==> src/hw/rtl/rtch_queue.sv <==
// Short FIFO that decouples the front end from the divide/reduce back end.
module rtch_queue #(
   parameter int WIDTH = 8,
   parameter int DEPTH = 4
) (
   input  logic             clock,
   input  logic             reset,
   input  logic             wr_valid,
   output logic             wr_ready,
   input  logic [WIDTH-1:0] wr_data,
   output logic             rd_valid,
   input  logic             rd_ready,
   output logic [WIDTH-1:0] rd_data
);
   localparam int AW = $clog2(DEPTH);
   logic [WIDTH-1:0] mem_ff [DEPTH];
   logic [AW-1:0]    wp_ff, rp_ff;
   logic [AW:0]      cnt_ff;
   logic             wr, rd;

   assign wr_ready = cnt_ff != (AW+1)'(DEPTH);
   assign rd_valid = cnt_ff != '0;
   assign wr = wr_valid && wr_ready;
   assign rd = rd_valid && rd_ready;
   assign rd_data = mem_ff[rp_ff];

   always_ff @(posedge clock) begin
      if (reset) begin
         wp_ff <= '0; rp_ff <= '0; cnt_ff <= '0;
      end else begin
         if (wr) wp_ff <= (wp_ff == AW'(DEPTH-1)) ? '0 : wp_ff + 1'b1;
         if (rd) rp_ff <= (rp_ff == AW'(DEPTH-1)) ? '0 : rp_ff + 1'b1;
         cnt_ff <= cnt_ff + (AW+1)'(wr) - (AW+1)'(rd);
      end
      if (wr) mem_ff[wp_ff] <= wr_data;
   end
endmodule

==> config.mk <==
export PLATFORM = sky130hd
export DESIGN_NAME = rtch_queue
export DESIGN_NICKNAME = d
export VERILOG_FILES = /design/src/hw/rtl/rtch_queue.sv
export SDC_FILE = /design/constraint.sdc
export NUM_CORES = 1
export LEC_CHECK = 0
export CORE_MARGIN = 3
export CORE_UTILIZATION = 50
export CTS_CLUSTER_SIZE = 16
export DETAILED_ROUTE_END_ITERATION = 16
export DONT_BUFFER_PORTS = 1
export MAX_ROUTING_LAYER = met4
export PLACE_DENSITY = 0.69
export SLEW_MARGIN = 5
export SYNTH_ARGS = -nofsm -noshare
export SYNTH_HDL_FRONTEND = slang
export SYNTH_SLANG_ARGS = --single-unit
==> constraint.sdc <==
create_clock -name clock -period 2.21 [get_ports clock]
set_input_delay 0.1105 -clock clock [delete_from_list [all_inputs] [get_ports clock]]
set_output_delay 0.1105 -clock clock [all_outputs]
set_load 0.02 [all_outputs]
==> results of run 1 <==
-- area by class of cell --
class	instances	area [um2]
repair buffers	14	130
clock buffers	6	41.3
inverters	5	18.8
well taps	44	55.1
flip-flops and latches	41	1150
multi-input cells	41	505
clock inverters	2	33.8
fillers	242	1140
-- sequential cells by signal (all words and copies together) (netlist names), named ones only --
| register | count |
|---|---|
| cnt_ff | 3 |
| wp_ff | 2 |
| rp_ff | 2 |
| mem_ff | 32 |
-- critical path, cell delays in order (launching register included) --
cell     delay [ps]
dfxtp_4         390
or3b_4          400
nand2_4          90
ha_4            200
inv_2            60
ha_4            120
inv_2            30
fa_2            390
xor2_2          180
and2_4          140
nor3_2          120
-- metal layers --
layer  GRT usage  part of all wire  vias up
li1            -                 -      382
met1       0.140              0.36      396
met2       0.245              0.56       22
met3      0.0677             0.065        5
met4      0.0496             0.016        0
met5           -                 0        -
-- cells in the final DEF (no fill, tap or decap) --
| cell type | instances |
|---|---|
| clkinv_1 | 1 |
| fa_2 | 1 |
| clkbuf_1 | 1 |
| or3_1 | 2 |
| mux4_2 | 8 |
| ha_1 | 5 |
| and3_2 | 4 |
| nand2_4 | 1 |
| o21ai_0 | 2 |
| or3b_4 | 1 |
| buf_4 | 4 |
| dlygate4sd3_1 | 10 |
| nand2_1 | 1 |
| dfxtp_2 | 1 |
| dfxtp_4 | 2 |
| and2_4 | 1 |
| or3_2 | 1 |
| nor2_1 | 3 |
| a211o_1 | 2 |
| clkbuf_4 | 5 |
| edfxtp_1 | 32 |
| inv_2 | 2 |
| nor3_2 | 1 |
| dfxtp_1 | 6 |
| xor2_2 | 1 |
| nand2b_1 | 1 |
| inv_1 | 3 |
| a21oi_1 | 1 |
| bufinv_16 | 1 |
| nor2b_1 | 1 |
| ha_4 | 2 |
| mux2i_1 | 1 |
| o31ai_2 | 1 |
-- where the power goes --
group	switching [mW]	internal, mW	leakage, nW
clock network	0.217	0.236	0.0399
logic	0.311	0.269	0.267
registers	0.0966	0.959	0.369
total	0.625	1.46	0.675
-- final timing paths --
check | from | end | slack (ps)
setup reg to reg | cnt_ff[2]$_SDFF_PP0_ | cnt_ff[2]$_SDFF_PP0_ | 30
hold / removal | rd_ready | rp_ff[0]$_SDFFE_PP0N_ | 150
hold reg to reg | rp_ff[0]$_SDFFE_PP0N_ | rp_ff[0]$_SDFFE_PP0N_ | 520
setup / recovery | cnt_ff[2]$_SDFF_PP0_ | cnt_ff[2]$_SDFF_PP0_ | 30
-- metrics by stage --
stage | hold slack (ps) | setup TNS (ps) | std cells | area [um2] | setup WS [ps]
after floorplan | 209 | 0 | 91 | 1640 | 38.5
after global placement | 174 | 0 | 133 | 1690 | 89.4
after detailed placement | 179 | 0 | 133 | 1690 | 0.434
after CTS | 159 | 0 | 151 | 1860 | 0.513
after global routing | 131 | -75.5 | 153 | 1930 | -75.5
final | 154 | 0 | 153 | 1930 | 26.7
-- timing repair --
action,in CTS,in global routing
hold buffers,10,0
resized for setup,0,14
hold endpoints to repair,41,0
buffers inserted,0,2
endpoints found under the setup margin,0,1
-- cells by family after synthesis --
family	count (synthesis)
AOI/OAI and AO/OA	6
xor gates and xnor gates	1
DFF	41
muxes	9
adders and majority gates	8
and+or+nand+nor	17
buffers and inverters	9
==> results.txt, run 1 <==
Outcome = finished, final reports clean
Compound-cell area share of the yosys netlist = 0.0245
Library cells used by synthesis = 26
Rel. slew slack = 0.643
Initial core utilization = 0.530
Hold Crit Depth = 4
Fraction of synthesized cell area in xor and xnor cells = 0.00536
Max Slew Vio Count = 0
Synthesized flop and latch total = 41
PortBufs = 0
Tmin final = 2180 ps
RSZ-0062 raised after global routing = yes
Max Fclk = 458 MHz
Dominant cell type by area after synthesis = edfxtp_1
Worst r2r path cells = 10
Top_reg_cell synth = edfxtp_1
Vias per inst = 5.26
CP required = 2480 ps
Syn_nets = 111
Top cells by area, synth = edfxtp_1 (59%), dfxtp_1 (11%), mux4_2 (11%), ha_1 (5.4%), and3_2 (1.8%)
Clock Sinks = 41
Die area = 0.00399 mm2
Global-route wire length before repair = 3.94 mm
CTS tree = built
Top-count cell post-synth = edfxtp_1
Via count = 805
CP Max Fanout = 5
Number of antenna violations at the first check in global routing = 0
Critical setup path kind = flop to flop
Residual DRC = 0
Multiplexer share of the synthesized area = 0.116
Max-cap violations = 0
Layout Utilization = 0.628
Final-report hold violation count = 0
Register area share after synthesis = 0.699
Async set-reset flop share out of synthesis = 0
Largest net degree at the start of global routing = 13
Row Count = 20
H-tree depth = 2
YS warnings = 0
CTS Buf Count = 5
GR Overflow Total = 0
Vias in the first global route = 860
Max Clock Skew = 5.72 ps
Worst Hold Class = primary input to flop
Slew of the pin with the lowest slew margin = 534 ps
Max VDD drop = 587 uV
Critical path startpoint category = flop
N_diodes = 0
Leakage = 0.675 nW
Tot GR Track Use = 0.143
DRT Pass-1 Iters = 4
Final setup viols = 0
PwrDens = 1080 mW/mm2
Tcrit/Tclk final = 0.988
Clock root cell = clkbuf_4
ANT nets after route = 0
Total core area = 0.00308 mm2
Synth Area in Adders = 0.0659
Critical Path AT = 2450 ps
Tot Pwr = 2.09 mW
Die span in y = 63.1 um
DIE WIDTH = 63.1 um
Worst skew pair latency = 330 ps
Synth-to-Final Area Change = 18.5%
Bufs on Longest Clock Path = 2
Avg Cell Area, Syn = 17.9 um2
I/O Pins = 22
Mapped Cells = 91
EDFF count, synth = 32
DR WL/cell = 16.5 um
Synth top cells by count = edfxtp_1 (32), dfxtp_1 (9), mux4_2 (8)
Nets@finish = 128
Synth top area share = 0.589
Largest family of logic cells by synthesized area = multiplexers
Post-synthesis simple-gate area fraction = 0.0628
Area of the mapped netlist = 0.00163 mm2
DPL Wire Length = 1.58 mm
Worst setup EP type = flop
Drt total wl = 2.52 mm
GPL Wtd Cong = 0.758
Clock-pin transition on the worst setup and hold timing paths = 110 ps
Fraction of layout cells with a size suffix above 1 = 0.339
First DRT Iteration DRCs = 13
No activity file was read; power rests on OpenSTA's default activity.
==> inputs of run 2 (changes only) <==
CTS_BUF_LIST = sky130_fd_sc_hd__clkbuf_4   (was default)
REMOVE_ABC_BUFFERS = 1   (was default)
==> run 2 against run 1 <==
Wire length down 2.7%. Clock power fell by 21%. Flip-flop and latch count unchanged. Final cell count increased by 2.0%. Total power down 3.7%. Sequential power barely moved. Clock skew rose by 1.1 ps. Hold slack worse by 17 ps. Global-route usage fell by 0.15 points. Critical path depth unchanged. Sequential share of layout area fell by 0.22 points.
==> results.txt, run 2 (synthesized netlist as in run 1, its figures left out) <==
Number of antenna violations at the first check in global routing = 0 (unchanged)
Worst r2r path cells = 10 (unchanged)
Largest registers = mem_ff x32, cnt_ff x3
PortBufs = 0 (unchanged)
Worst setup EP type = flop
Synth-to-Final Area Change = 18.4% (about the same)
Bufs on Longest Clock Path = 2 (unchanged)
Worst skew pair latency = 330 ps (about the same)
Vias per inst = 5.28 (+0.39%)
Max VDD drop = 614 uV (+4.7%)
Hold Startpoint = rd_ready
CTS tree = built
Outcome = finished, final reports clean
Commonest non-fill, non-tap cell in the layout = edfxtp_1
Biggest register = mem_ff
DRT Pass-1 Iters = 4 (unchanged)
Initial core utilization = 0.530 (unchanged)
Most frequent cells in the layout = edfxtp_1 (32), dlygate4sd3_1 (10), mux4_2 (8)
DR WL/cell = 15.7 um (-4.5%)
Post-placement cell count = 135 (+1.5%)
Max incr delay on CP = 410 ps (about the same)
Total core area = 0.00308 mm2 (unchanged)
Die span in y = 63.1 um (unchanged)
Vias in the first global route = 848 (-1.4%)
Slowest CP cell = or3b_4
N_diodes = 0 (unchanged)
R2r endpoint = cnt_ff[2]$_SDFF_PP0_
Critical path startpoint category = flop
Global-route wire length before repair = 3.97 mm (+0.89%)
Hold WS = 138 ps (-16.7 ps)
Critical Path AT = 2360 ps (-90 ps)
CP required = 2430 ps (-50 ps)
Drt total wl = 2.45 mm (-2.7%)
Fraction of layout cells with a size suffix above 1 = 0.366 (+0.0266)
Max-cap violations = 0 (unchanged)
PwrDens = 1040 mW/mm2 (-3.7%)
Max Slew Vio Count = 0 (unchanged)
Clock-pin transition on the worst setup and hold timing paths = 110 ps (about the same)
Tmin final = 2140 ps (-40.5 ps)
Fillers = 244 (+0.83%)
First DRT Iteration DRCs = 47 (+34)
Row Count = 20 (unchanged)
CP Max Fanout = 4 (-1)
Worst Hold Class = primary input to flop
CP cell instances = or3b_4 > nand2_4 > ha_4 > inv_2 > ha_4 > inv_2 > fa_2 > xor2_2 > and2_4 > nor3_2
Clock Sinks = 41 (unchanged)
Slew of the pin with the lowest slew margin = 545 ps (+10.8 ps)
CTS Buf Count = 5 (unchanged)
H-tree depth = 2 (unchanged)
Max Fclk = 467 MHz (+1.9%)
Residual DRC = 0 (unchanged)
Rel. slew slack = 0.636 (-0.00721)
Critical setup path kind = flop to flop
Nets@finish = 131 (+2.3%)
GPL Wtd Cong = 0.757 (-0.12%)
ANT nets after route = 0 (unchanged)
Clock root cell = clkbuf_4
Max Clock Skew = 6.86 ps (+1.14 ps)
Final setup viols = 0 (unchanged)
Hold Crit Depth = 4 (unchanged)
Die area = 0.00399 mm2 (unchanged)
Final-report hold violation count = 0 (unchanged)
DIE WIDTH = 63.1 um (unchanged)
Non-filler instance count after layout = 156 (+2.0%)
Tot GR Track Use = 0.141 (-0.00154)
Worst flop-to-flop path startpoint = cnt_ff[1]$_SDFF_PP0_
Tcrit/Tclk final = 0.970 (-0.0183)
DPL Wire Length = 1.59 mm (+0.59%)
Max FFs per register = 32 (unchanged)
Largest net degree at the start of global routing = 13 (unchanged)
I/O Pins = 22 (unchanged)
Flop2flop setup slack = 70 ps (+40 ps)
Via count = 824 (+2.4%)
GR Overflow Total = 0 (unchanged)
Leakage = 0.682 nW (+1.1%)
[run 2: cell types whose count changed in the layout (fill, tap and decap cells not counted), sizes merged]
cell / change
bufinv: -1
buf: +3
clkbuf: +1
[run 2: final cells by class]
class | instances | area, um2 | area share
sequential | 41 | 1140 | 0.592
inverter | 5 | 18.8 | 0.00971
clock buffer | 7 | 52.6 | 0.0272
timing repair buffer | 17 | 153 | 0.0790
clock inverter | 1 | 3.75 | 0.00194
multi-input combinational | 41 | 505 | 0.261
tap | 44 | 55.1 | 0.0285
[run 2: worst max-delay path by stage]
stage	start	slack (ps)	endpoint
floorplan	cnt_ff[1]$_SDFF_PP0_	-130	cnt_ff[2]$_SDFF_PP0_
global placement	cnt_ff[1]$_SDFF_PP0_	30	cnt_ff[2]$_SDFF_PP0_
detailed placement	cnt_ff[2]$_SDFF_PP0_	-30	cnt_ff[2]$_SDFF_PP0_
CTS	cnt_ff[1]$_SDFF_PP0_	2	cnt_ff[2]$_SDFF_PP0_
global route	cnt_ff[2]$_SDFF_PP0_	-20	cnt_ff[2]$_SDFF_PP0_
finish	cnt_ff[1]$_SDFF_PP0_	70	cnt_ff[2]$_SDFF_PP0_
[run 2: per-layer routing]
metal,wire length (um),share of wire,up-vias,track usage
met4,39,0.016,0,0.0496
met2,1260,0.52,22,0.225
met5,0,0,-,-
met1,997,0.41,409,0.161
li1,-,-,388,-
met3,150,0.061,5,0.0570
[run 2: worst max-delay path: cells and delay by family (launching register included)]
family                     cells  cell delay [ps]
xor gates and xnor gates       1              180
buffers and inverters          2              100
DFF                            1              360
and+or+nand+nor                4              690
adders and majority gates      3              720
[run 2: per-stage QoR]
stage,setup WS [ps],util,TNS [ps],area (um2),power [mW]
5_1_grt,-16.0,0.628,-16.0,1930,2.13
6_report,67.2,0.628,0,1930,2.01
3_3_place_gp,25.1,0.550,0,1690,1.53
2_1_floorplan,-135,-,-135,1610,1.43
3_5_place_dp,-35.0,0.550,-35.0,1690,1.55
4_1_cts,2.28,0.609,0,1870,1.96
[run 2: timing repair]
item                                    in CTS  in global routing
hold endpoints to repair                    41                  0
endpoints found under the setup margin       1                  1
resized for setup                            4                 12
pin swaps                                    0                  4
buffers inserted                             2                  1
hold buffers                                10                  0
[run 2: power by group]
group | total, mW | switching, mW | internal, mW | leakage [nW]
Sequential | 1.04 | 0.0885 | 0.955 | 0.368
Combinational | 0.607 | 0.318 | 0.289 | 0.281
Clock | 0.359 | 0.212 | 0.147 | 0.0338
