## config.mk

```make
export PLATFORM = sky130hd
export DESIGN_NAME = rtch_back
export DESIGN_NICKNAME = d
export VERILOG_FILES = /design/src/hw/rtl/rtch_pkg.sv /design/src/hw/rtl/rtch_back.sv
export SDC_FILE = /design/constraint.sdc
export NUM_CORES = 1
export LEC_CHECK = 0
export BUFFER_PORTS_ARGS = -buffer_cell sky130_fd_sc_hd__buf_2
export CORE_MARGIN = 1
export CORE_UTILIZATION = 54
export DETAILED_ROUTE_END_ITERATION = 10
export PLACE_DENSITY_LB_ADDON = 0.15
export SYNTH_ARGS = -nofsm -noshare
export SYNTH_HDL_FRONTEND = slang
export SYNTH_SLANG_ARGS = --single-unit
```

## constraint.sdc

```tcl
create_clock -name clock -period 33.2 [get_ports clock]
set_clock_uncertainty 0.15 [all_clocks]
set_input_delay 6.64 -clock clock [delete_from_list [all_inputs] [get_ports clock]]
set_output_delay 6.64 -clock clock [all_outputs]
set_load 0.02 [all_outputs]
```

## src/hw/rtl/rtch_pkg.sv

```systemverilog
// Shared constants and types for the ray/triangle closest-hit core.
package rtch_pkg;

   localparam int COORD_WIDTH_DEF    = 16;
   localparam int DIST_FRAC_BITS_DEF = 16;
   localparam int DIST_WIDTH         = 32;
   localparam int NUM_CFG_REGS       = 6;
   localparam int CFG_IDX_WIDTH      = 3;

   typedef enum logic [CFG_IDX_WIDTH-1:0] {
      REG_ORIGIN_X = 3'd0,
      REG_ORIGIN_Y = 3'd1,
      REG_ORIGIN_Z = 3'd2,
      REG_DIR_X    = 3'd3,
      REG_DIR_Y    = 3'd4,
      REG_DIR_Z    = 3'd5
   } cfg_reg_type;

   localparam logic [15:0] DIR_Z_RESET = 16'sd4096;

   // status handed from the front end to the back end with each queued entry
   typedef struct packed {
      logic cand;
      logic last;
   } tri_flags_type;

endpackage

```

## src/hw/rtl/rtch_back.sv

```systemverilog
// Back end: restoring divider for the distance and the running closest-hit minimum.
module rtch_back #(
   parameter int PW             = 72,
   parameter int DIST_FRAC_BITS = rtch_pkg::DIST_FRAC_BITS_DEF
) (
   input  logic                                clock,
   input  logic                                reset,
   input  logic                                in_valid,
   output logic                                in_ready,
   input  rtch_pkg::tri_flags_type             in_flags,
   input  logic [PW-1:0]                       in_num,
   input  logic [PW-1:0]                       in_den,
   output logic                                rsp_valid,
   input  logic                                rsp_ready,
   output logic                                rsp_hit,
   output logic [rtch_pkg::DIST_WIDTH-1:0]     rsp_nearest_distance
);
   localparam int DWID = rtch_pkg::DIST_WIDTH;
   localparam int NB   = PW + DIST_FRAC_BITS;
   localparam int CW   = $clog2(NB + 1);

   typedef enum logic [1:0] {ST_IDLE, ST_DIV, ST_DONE} state_type;

   state_type        state_ff;
   logic [NB-1:0]    num_ff;
   logic [PW:0]      rem_ff;
   logic [PW-1:0]    den_ff;
   logic [DWID:0]    quo_ff;
   logic [CW-1:0]    cnt_ff;
   logic             last_ff;
   logic [DWID-1:0]  best_ff;
   logic             any_ff;
   logic             out_v_ff;
   logic             out_v_in;
   logic             out_load;
   logic             out_hit_ff;
   logic [DWID-1:0]  out_dist_ff;

   logic [PW:0]      rem_sh;
   logic             ge;
   logic [DWID-1:0]  dist_c;
   logic [DWID-1:0]  best_upd;

   assign rem_sh   = {rem_ff[PW-1:0], num_ff[NB-1]};
   assign ge       = rem_sh >= {1'b0, den_ff};
   assign dist_c   = quo_ff[DWID] ? '1 : quo_ff[DWID-1:0];
   assign best_upd = (dist_c < best_ff) ? dist_c : best_ff;
   assign in_ready = (state_ff == ST_IDLE) && (!out_v_ff || rsp_ready);

   assign out_load = ((state_ff == ST_IDLE) && in_valid && in_ready && !in_flags.cand
                      && in_flags.last)
                     || ((state_ff == ST_DONE) && (!out_v_ff || rsp_ready) && last_ff);
   assign out_v_in = out_load || (out_v_ff && !rsp_ready);

   always_ff @(posedge clock) begin
      if (reset) begin
         state_ff <= ST_IDLE;
         best_ff  <= '1;
         any_ff   <= 1'b0;
         out_v_ff <= 1'b0;
      end else begin
         out_v_ff <= out_v_in;
         case (state_ff)
            ST_IDLE: begin
               if (in_valid && in_ready) begin
                  num_ff  <= {in_num, DIST_FRAC_BITS'(0)};
                  den_ff  <= in_den;
                  rem_ff  <= '0;
                  quo_ff  <= '0;
                  cnt_ff  <= CW'(NB);
                  last_ff <= in_flags.last;
                  if (in_flags.cand) begin
                     state_ff <= ST_DIV;
                  end else if (in_flags.last) begin
                     out_hit_ff  <= any_ff;
                     out_dist_ff <= best_ff;
                     best_ff     <= '1;
                     any_ff      <= 1'b0;
                  end
               end
            end
            ST_DIV: begin
               rem_ff <= ge ? rem_sh - {1'b0, den_ff} : rem_sh;
               num_ff <= {num_ff[NB-2:0], 1'b0};
               quo_ff <= quo_ff[DWID] ? quo_ff : {quo_ff[DWID-1:0], ge};
               cnt_ff <= cnt_ff - 1'b1;
               if (cnt_ff == CW'(1)) state_ff <= ST_DONE;
            end
            ST_DONE: begin
               if (!out_v_ff || rsp_ready) begin
                  state_ff <= ST_IDLE;
                  if (last_ff) begin
                     out_hit_ff  <= 1'b1;
                     out_dist_ff <= best_upd;
                     best_ff     <= '1;
                     any_ff      <= 1'b0;
                  end else begin
                     best_ff <= best_upd;
                     any_ff  <= 1'b1;
                  end
               end
            end
            default: state_ff <= ST_IDLE;
         endcase
      end
   end

   assign rsp_valid            = out_v_ff;
   assign rsp_hit              = out_hit_ff;
   assign rsp_nearest_distance = out_dist_ff;
endmodule

```

==> impl_metrics.prom, run 1 <==
# TYPE chip_impl_metric gauge
chip_impl_info{name="critical_path.reg2reg.endpoint",value="rem_ff[70]$_SDFFCE_PN0P_"} 1
chip_impl_metric{name="synthesis.nets",unit=""} 2158
chip_impl_metric{name="final.period_utilization",unit=""} 0.424
chip_impl_metric{name="clockBufferDepth",unit=""} 3
chip_impl_info{name="hold_path.class",value="reg -> reg"} 1
chip_impl_metric{name="synth-warning-count",unit=""} 0
chip_impl_info{name="timing.rr.start",value="rem_ff[22]$_SDFFCE_PN0P_"} 1
chip_impl_metric{name="port_buffers",unit=""} 184
chip_impl_metric{name="drtAntennaViolNets",unit=""} 0
chip_impl_metric{name="total_global_route_track_usage",unit=""} 0.233
chip_impl_info{name="hold_path_end",value="best_ff[19]$_SDFFE_PP1P_"} 1
chip_impl_metric{name="vias_per_instance",unit=""} 5.50
chip_impl_info{name="synth_top_family_by_area",value="simple AND/OR/NAND/NOR gates"} 1
chip_impl_info{name="end_kind",value="primary output"} 1
chip_impl_metric{name="design.final.nets",unit=""} 2292
chip_impl_metric{name="tightest_slew",unit="ns"} 1.00
chip_impl_metric{name="clock.fmax",unit="MHz"} 71.1
chip_impl_metric{name="cts_resized",unit=""} 0
chip_impl_metric{name="first_global_vias",unit=""} 13500
chip_impl_metric{name="power-per-cell-area",unit="mW/mm^2"} 50.8
chip_impl_metric{name="yosys-mux-area-fraction",unit=""} 0.00163
chip_impl_metric{name="power.ir.vdd_worst",unit="mV"} 0.0409
chip_impl_metric{name="ctsHoldBuffers",unit=""} 0
chip_impl_metric{name="share_of_the_synthesized_area_in_compound_gates_ao_oa_aoi_oai",unit=""} 0.155
chip_impl_metric{name="std_cell_rows",unit=""} 67
chip_impl_metric{name="drt_wirelength",unit="mm"} 39.7
chip_impl_metric{name="placedInstanceArea",unit="sq mm"} 0.0196
chip_impl_metric{name="synthDistinctLibCells",unit=""} 66
chip_impl_metric{name="syn-cell-area",unit="sq mm"} 0.0184
chip_impl_info{name="postSynth.topFlopCell",value="sky130_fd_sc_hd__edfxtp_1"} 1
chip_impl_metric{name="leakage",unit="nW"} 9.17
chip_impl_metric{name="crit_path_max_fanout",unit=""} 5
chip_impl_metric{name="hold_path_depth",unit=""} 2
chip_impl_info{name="crit_type",value="in -> out"} 1
chip_impl_metric{name="placed_cells",unit=""} 2445
chip_impl_metric{name="area.growth.synth_to_final",unit="%"} 13.0
chip_impl_metric{name="routed-via-count",unit=""} 13800
chip_impl_metric{name="detailed_place_hpwl",unit="mm"} 26.7
chip_impl_info{name="clock_tree.root_cell",value="sky130_fd_sc_hd__clkbuf_16"} 1
chip_impl_metric{name="max-slew-margin-rel",unit=""} 0.332
chip_impl_metric{name="final_cell_area",unit="sq mm"} 0.0208
chip_impl_info{name="tritoncts_clock_tree",value="done"} 1
chip_impl_info{name="crit_path_launch_type",value="input port"} 1
chip_impl_metric{name="rr_worst_depth",unit=""} 12
chip_impl_metric{name="yosys_register_bits",unit=""} 326
chip_impl_metric{name="timing_max_transition_violations_final",unit=""} 0
chip_impl_metric{name="final_cells",unit=""} 2513
chip_impl_metric{name="syn_avg_cell_area",unit="sq um"} 9.66
chip_impl_metric{name="syn_inst",unit=""} 1902
chip_impl_metric{name="htreeDepth",unit=""} 2
chip_impl_metric{name="initial_standard_cell_utilization_of_the_core",unit=""} 0.548
chip_impl_metric{name="core_area",unit="sq mm"} 0.0335
chip_impl_metric{name="setup_violations",unit=""} 0
chip_impl_metric{name="cp_data_required_time",unit="ns"} 26.41
chip_impl_metric{name="detail_route.wl_per_cell",unit="um"} 15.8
chip_impl_metric{name="clk_latency",unit="ns"} 0.53
chip_impl_metric{name="global_placement_routability_congestion",unit=""} 0.903
chip_impl_metric{name="ff2ff_setup_slack",unit="ns"} 28.09
chip_impl_metric{name="tns",unit="ns"} 0
chip_impl_metric{name="clkSinkCount",unit=""} 326
chip_impl_metric{name="clkTransAtPathRegs",unit="ns"} 0.05
chip_impl_info{name="grt_setup_unrepaired",value="no"} 1
chip_impl_metric{name="post_synth_fa_ha_maj_area_fraction",unit=""} 0.0726
chip_impl_metric{name="fp.dieH",unit="um"} 186
chip_impl_metric{name="top_level_ports",unit=""} 185
chip_impl_metric{name="async_flop_share",unit=""} 0
chip_impl_info{name="most_common_cell_after_layout_fill_and_taps_aside",value="sky130_fd_sc_hd__nand2_1"} 1
chip_impl_metric{name="final_layout_size_suffix_gt1_frac",unit=""} 0.152
chip_impl_info{name="hold_path.startpoint",value="best_ff[19]$_SDFFE_PP1P_"} 1
chip_impl_metric{name="synth_edf_count",unit=""} 290
chip_impl_metric{name="grt_overflow",unit=""} 0
chip_impl_metric{name="cap_violations",unit=""} 0
chip_impl_metric{name="min_period",unit="ns"} 14.07
chip_impl_metric{name="grt_pass1_wl",unit="mm"} 66.7
chip_impl_metric{name="portion_of_the_post_synthesis_area_used_by_sequential_elements",unit=""} 0.513
chip_impl_metric{name="maximum_number_of_pins_on_one_net_before_global_route_repair",unit=""} 154
chip_impl_metric{name="cts_inserted_buffers",unit=""} 37
chip_impl_metric{name="antenna_violations_before_repair",unit=""} 4
chip_impl_info{name="mostFrequentLayoutCells",value="sky130_fd_sc_hd__nand2_1 (378), sky130_fd_sc_hd__edfxtp_1 (290), sky130_fd_sc_hd__buf_2 (184)"} 1
chip_impl_metric{name="drt_drc_violations_left",unit=""} 0
chip_impl_metric{name="synth-simple-area-share",unit=""} 0.169
chip_impl_metric{name="finalCoreUtilization",unit=""} 0.619
chip_impl_metric{name="final.hold.worst_slack",unit="ns"} 0.351
chip_impl_metric{name="dieArea",unit="sq mm"} 0.0348
chip_impl_metric{name="synth_xor_xnor_area_share",unit=""} 0.0324
chip_impl_metric{name="number_of_hold_violations_in_the_final_report",unit=""} 0
chip_impl_metric{name="worst-endpoint-arrival",unit="ns"} 7.28
chip_impl_info{name="status",value="finished, final reports clean"} 1
chip_impl_metric{name="drt-pass1-iter-count",unit=""} 5
chip_impl_metric{name="drtIter0Drc",unit=""} 973
chip_impl_metric{name="cts.repair_timing.setup_buffer_count",unit=""} 0
chip_impl_metric{name="chipWidth",unit="um"} 186
## where the power goes
part	internal [mW]	switching, mW
Combinational	0.0607	0.103
Clock	0.249	0.161
Sequential	0.472	0.00807
## worst max-delay path, cell delays in order
cell,delay [ns]
sky130_fd_sc_hd__buf_2,0.10
sky130_fd_sc_hd__nor2b_1,0.27
sky130_fd_sc_hd__nor3_1,0.10
sky130_fd_sc_hd__buf_2,0.18
## state kept, by name, summed over array words and instances (netlist names)
signal,cells
den_ff,72
num_ff,72
rem_ff,72
quo_ff,33
best_ff,32
rsp_nearest_distance,32
cnt_ff,7
state_ff,2
any_ff,1
last_ff,1
rsp_hit,1
rsp_valid,1
## worst max path at each step
| stage | startpoint | end | slack (ns) |
|---|---|---|---|
| after detailed placement | rsp_ready | in_ready | 19.14 |
| after floorplan | rsp_ready | quo_ff[0]$_SDFFCE_PN0P_ | 11.98 |
| after CTS | rsp_ready | in_ready | 19.13 |
| after global routing | rsp_ready | in_ready | 19.02 |
| final | rsp_ready | in_ready | 19.13 |
| after global placement | rsp_ready | in_ready | 19.17 |
## Yosys cell counts (all sizes together) (9+ instances only)
library cell / count / area, sq um
a211oi: 22 / 165
a21o: 81 / 608
a21oi: 158 / 791
a31oi: 21 / 131
and2: 37 / 231
buf: 30 / 204
clkbuf: 71 / 267
dfxtp: 36 / 721
edfxtp: 290 / 8710
ha: 105 / 1310
inv: 148 / 556
nand2: 386 / 1470
nand2b: 10 / 62.6
nand3: 30 / 150
nand4: 25 / 156
nor2: 134 / 503
nor2b: 18 / 113
nor3: 25 / 125
o21a: 11 / 82.6
o21ai: 89 / 566
o21bai: 9 / 71.3
o31ai: 10 / 75.1
or2: 10 / 62.6
or3: 9 / 56.3
xnor2: 33 / 289
xor2: 35 / 307
## per-layer routing
metal,vias up,share of wire,GRT usage
met5,-,0.00068,0
met4,4,0.028,0.0817
met3,81,0.057,0.0427
met2,366,0.44,0.366
met1,6481,0.47,0.324
li1,6900,-,-
## through the flow
stage,setup slack [ns],total power [mW]
6_report,19.13,1.05
5_1_grt,19.02,1.10
4_1_cts,19.13,1.06
3_5_place_dp,19.14,0.651
3_3_place_gp,19.17,0.648
2_1_floorplan,11.98,0.613
## layout make-up
cell class	count	area, sq um
Tap cell	448	561
Clock inverter	19	226
Inverter	148	556
Fill cell	2867	12800
Timing Repair Buffer	196	1020
Antenna cell	2	5.00
Multi-Input combinational cell	1327	7990
Sequential cell	326	9430
Clock buffer	47	985
## kinds of logic after synthesis
family | count (synthesis)
DFF | 326
and+or+nand+nor | 708
buffers and inverters | 249
AOI/OAI and AO/OA | 442
xor gates and xnor gates | 68
adders and majority gates | 106
muxes | 3
(Power assumes the default switching activity.)
==> run 2, diff against run 1 <==
clock period = 11.3 ns   (was 33.2 ns; I/O delays follow)
==> impl_metrics.prom, run 2 (synthesis gave the netlist of run 1 again) <==
# TYPE chip_impl_metric gauge
chip_impl_info{name="status",value="finished, final reports clean"} 1
chip_impl_info{name="critPathLaunch",value="rsp_ready"} 1
chip_impl_metric{name="timing_max_transition_violations_final",unit=""} 0
chip_impl_metric{name="clkTransAtPathRegs",unit="ns"} 0.06
chip_impl_metric{name="ff2ff_setup_slack",unit="ns"} 6.78
chip_impl_metric{name="clkSinkCount",unit=""} 326
chip_impl_info{name="hold_path.class",value="reg -> reg"} 1
chip_impl_metric{name="fillCellCount",unit=""} 2875
chip_impl_metric{name="clk_latency",unit="ns"} 0.56
chip_impl_metric{name="htreeDepth",unit=""} 2
chip_impl_info{name="tritoncts_clock_tree",value="done"} 1
chip_impl_metric{name="detail_route.wl_per_cell",unit="um"} 15.8
chip_impl_info{name="mostFrequentLayoutCells",value="sky130_fd_sc_hd__nand2_1 (378), sky130_fd_sc_hd__edfxtp_1 (290), sky130_fd_sc_hd__buf_2 (184)"} 1
chip_impl_metric{name="drtAntennaViolNets",unit=""} 0
chip_impl_metric{name="min_period",unit="ns"} 5.34
chip_impl_metric{name="port_buffers",unit=""} 184
chip_impl_info{name="crit_path_launch_type",value="input port"} 1
chip_impl_metric{name="clock.fmax",unit="MHz"} 187
chip_impl_metric{name="total_global_route_track_usage",unit=""} 0.232
chip_impl_metric{name="std_cell_rows",unit=""} 67
chip_impl_metric{name="global_placement_routability_congestion",unit=""} 0.920
chip_impl_metric{name="crit_path_max_fanout",unit=""} 5
chip_impl_metric{name="chipWidth",unit="um"} 186
chip_impl_metric{name="final_cells",unit=""} 2513
chip_impl_metric{name="grt_pass1_wl",unit="mm"} 66.0
chip_impl_metric{name="ctsHoldBuffers",unit=""} 0
chip_impl_info{name="grt_setup_unrepaired",value="no"} 1
chip_impl_info{name="layout_top_registers",value="den_ff (72), num_ff (72), rem_ff (72)"} 1
chip_impl_metric{name="cts_inserted_buffers",unit=""} 37
chip_impl_metric{name="final.period_utilization",unit=""} 0.473
chip_impl_metric{name="fp.dieH",unit="um"} 186
chip_impl_metric{name="first_global_vias",unit=""} 13500
chip_impl_metric{name="core_area",unit="sq mm"} 0.0335
chip_impl_info{name="worst_setup_path_endpoint",value="in_ready"} 1
chip_impl_metric{name="routed-via-count",unit=""} 13800
chip_impl_metric{name="tightest_slew",unit="ns"} 1.10
chip_impl_metric{name="top_level_ports",unit=""} 185
chip_impl_metric{name="design.final.nets",unit=""} 2294
chip_impl_metric{name="area.growth.synth_to_final",unit="%"} 13.1
chip_impl_metric{name="initial_standard_cell_utilization_of_the_core",unit=""} 0.548
chip_impl_metric{name="cts_resized",unit=""} 0
chip_impl_metric{name="grt_overflow",unit=""} 0
chip_impl_metric{name="dieArea",unit="sq mm"} 0.0348
chip_impl_metric{name="drt_wirelength",unit="mm"} 39.6
chip_impl_info{name="end_kind",value="primary output"} 1
chip_impl_metric{name="rr_worst_depth",unit=""} 12
chip_impl_info{name="clock_tree.root_cell",value="sky130_fd_sc_hd__clkbuf_16"} 1
chip_impl_metric{name="maximum_number_of_pins_on_one_net_before_global_route_repair",unit=""} 81
chip_impl_metric{name="number_of_hold_violations_in_the_final_report",unit=""} 0
chip_impl_metric{name="clockBufferDepth",unit=""} 3
chip_impl_info{name="critical_path.reg2reg.endpoint",value="rem_ff[59]$_SDFFCE_PN0P_"} 1
chip_impl_metric{name="drtIter0Drc",unit=""} 1136
chip_impl_metric{name="power-per-cell-area",unit="mW/mm^2"} 150
chip_impl_metric{name="leakage",unit="nW"} 9.18
chip_impl_metric{name="drt-pass1-iter-count",unit=""} 5
chip_impl_metric{name="max-slew-margin-rel",unit=""} 0.268
chip_impl_metric{name="final-seq-area",unit="sq mm"} 0.00943
chip_impl_metric{name="antenna_violations_before_repair",unit=""} 1
chip_impl_metric{name="worst-endpoint-arrival",unit="ns"} 2.93
chip_impl_metric{name="n_antenna_cell",unit=""} 0
chip_impl_metric{name="final_layout_size_suffix_gt1_frac",unit=""} 0.154
chip_impl_metric{name="cp_data_required_time",unit="ns"} 8.89
chip_impl_info{name="crit_type",value="in -> out"} 1
chip_impl_metric{name="vias_per_instance",unit=""} 5.50
chip_impl_metric{name="cap_violations",unit=""} 0
chip_impl_metric{name="power.ir.vdd_worst",unit="mV"} 0.119
chip_impl_info{name="most_common_cell_after_layout_fill_and_taps_aside",value="sky130_fd_sc_hd__nand2_1"} 1
chip_impl_metric{name="detailed_place_hpwl",unit="mm"} 27.1
chip_impl_metric{name="drt_drc_violations_left",unit=""} 0
chip_impl_metric{name="multi_input_comb_area",unit="sq mm"} 0.00799
chip_impl_metric{name="placed_cells",unit=""} 2447
chip_impl_info{name="timing.rr.start",value="rem_ff[22]$_SDFFCE_PN0P_"} 1
chip_impl_metric{name="setup_violations",unit=""} 0
chip_impl_metric{name="cts.repair_timing.setup_buffer_count",unit=""} 0
chip_impl_metric{name="tns",unit="ns"} 0
-- run 2: changes by cell type in the layout (fill, tap and decap cells not counted), moves of 2 or more --
| cell | delta |
|---|---|
| sky130_fd_sc_hd__buf_4 | +3 |
| sky130_fd_sc_hd__clkbuf_8 | +3 |
| sky130_fd_sc_hd__clkinv_1 | -3 |
| sky130_fd_sc_hd__clkinv_2 | -2 |
| sky130_fd_sc_hd__clkinvlp_4 | +3 |
| sky130_fd_sc_hd__diode_2 | -2 |
-- run 2: final cells by class --
cell class / instances / share of cell area
inverters: 148 / 0.0267
clock buffers: 49 / 0.0492
clock inverters: 17 / 0.0100
well taps: 448 / 0.0270
repair buffers: 198 / 0.0493
flip-flops and latches: 326 / 0.454
multi-input cells: 1327 / 0.384
-- run 2: routing by layer --
metal	part of all wire	GRT usage	up-vias
met5	0.00035	0	-
met4	0.017	0.0637	2
met3	0.061	0.0519	54
met2	0.45	0.369	347
met1	0.47	0.320	6509
li1	-	-	6919
-- run 2: how the worst min path moves through the flow --
stage                             startpoint                       end  cells after the start  slack (ns)
floorplan                any_ff$_SDFFE_PP0P_       any_ff$_SDFFE_PP0P_                      2        0.30
global placement         any_ff$_SDFFE_PP0P_       any_ff$_SDFFE_PP0P_                      2        0.32
detailed placement       any_ff$_SDFFE_PP0P_       any_ff$_SDFFE_PP0P_                      2        0.34
CTS                  best_ff[2]$_SDFFE_PP1P_   best_ff[2]$_SDFFE_PP1P_                      2        0.35
global route             any_ff$_SDFFE_PP0P_       any_ff$_SDFFE_PP0P_                      2        0.36
finish              best_ff[13]$_SDFFE_PP1P_  best_ff[13]$_SDFFE_PP1P_                      2        0.35
-- run 2: power by group --
part | switching (mW) | internal (mW) | leakage [nW] | total [mW]
registers | 0.0240 | 1.39 | 2.93 | 1.41
clock network | 0.490 | 0.732 | 0.590 | 1.22
logic | 0.304 | 0.178 | 5.66 | 0.482
-- run 2: metrics by stage --
step | cell area [sq um] | setup WS (ns) | hold slack (ns) | util | power [mW]
6_report | 20800 | 5.96 | 0.351 | 0.620 | 3.12
5_1_grt | 20800 | 5.88 | 0.364 | 0.620 | 3.25
2_1_floorplan | 18400 | 1.42 | 0.298 | - | 1.79
3_5_place_dp | 19600 | 5.86 | 0.340 | 0.583 | 1.92
3_3_place_gp | 19600 | 5.96 | 0.316 | 0.583 | 1.90
4_1_cts | 20800 | 5.95 | 0.352 | 0.620 | 3.14
-- run 2: worst max-delay path: stages --
cell and delay [ns]:
sky130_fd_sc_hd__buf_2 0.09, sky130_fd_sc_hd__nor2b_1 0.30, sky130_fd_sc_hd__nor3_1 0.10, sky130_fd_sc_hd__buf_2 0.18
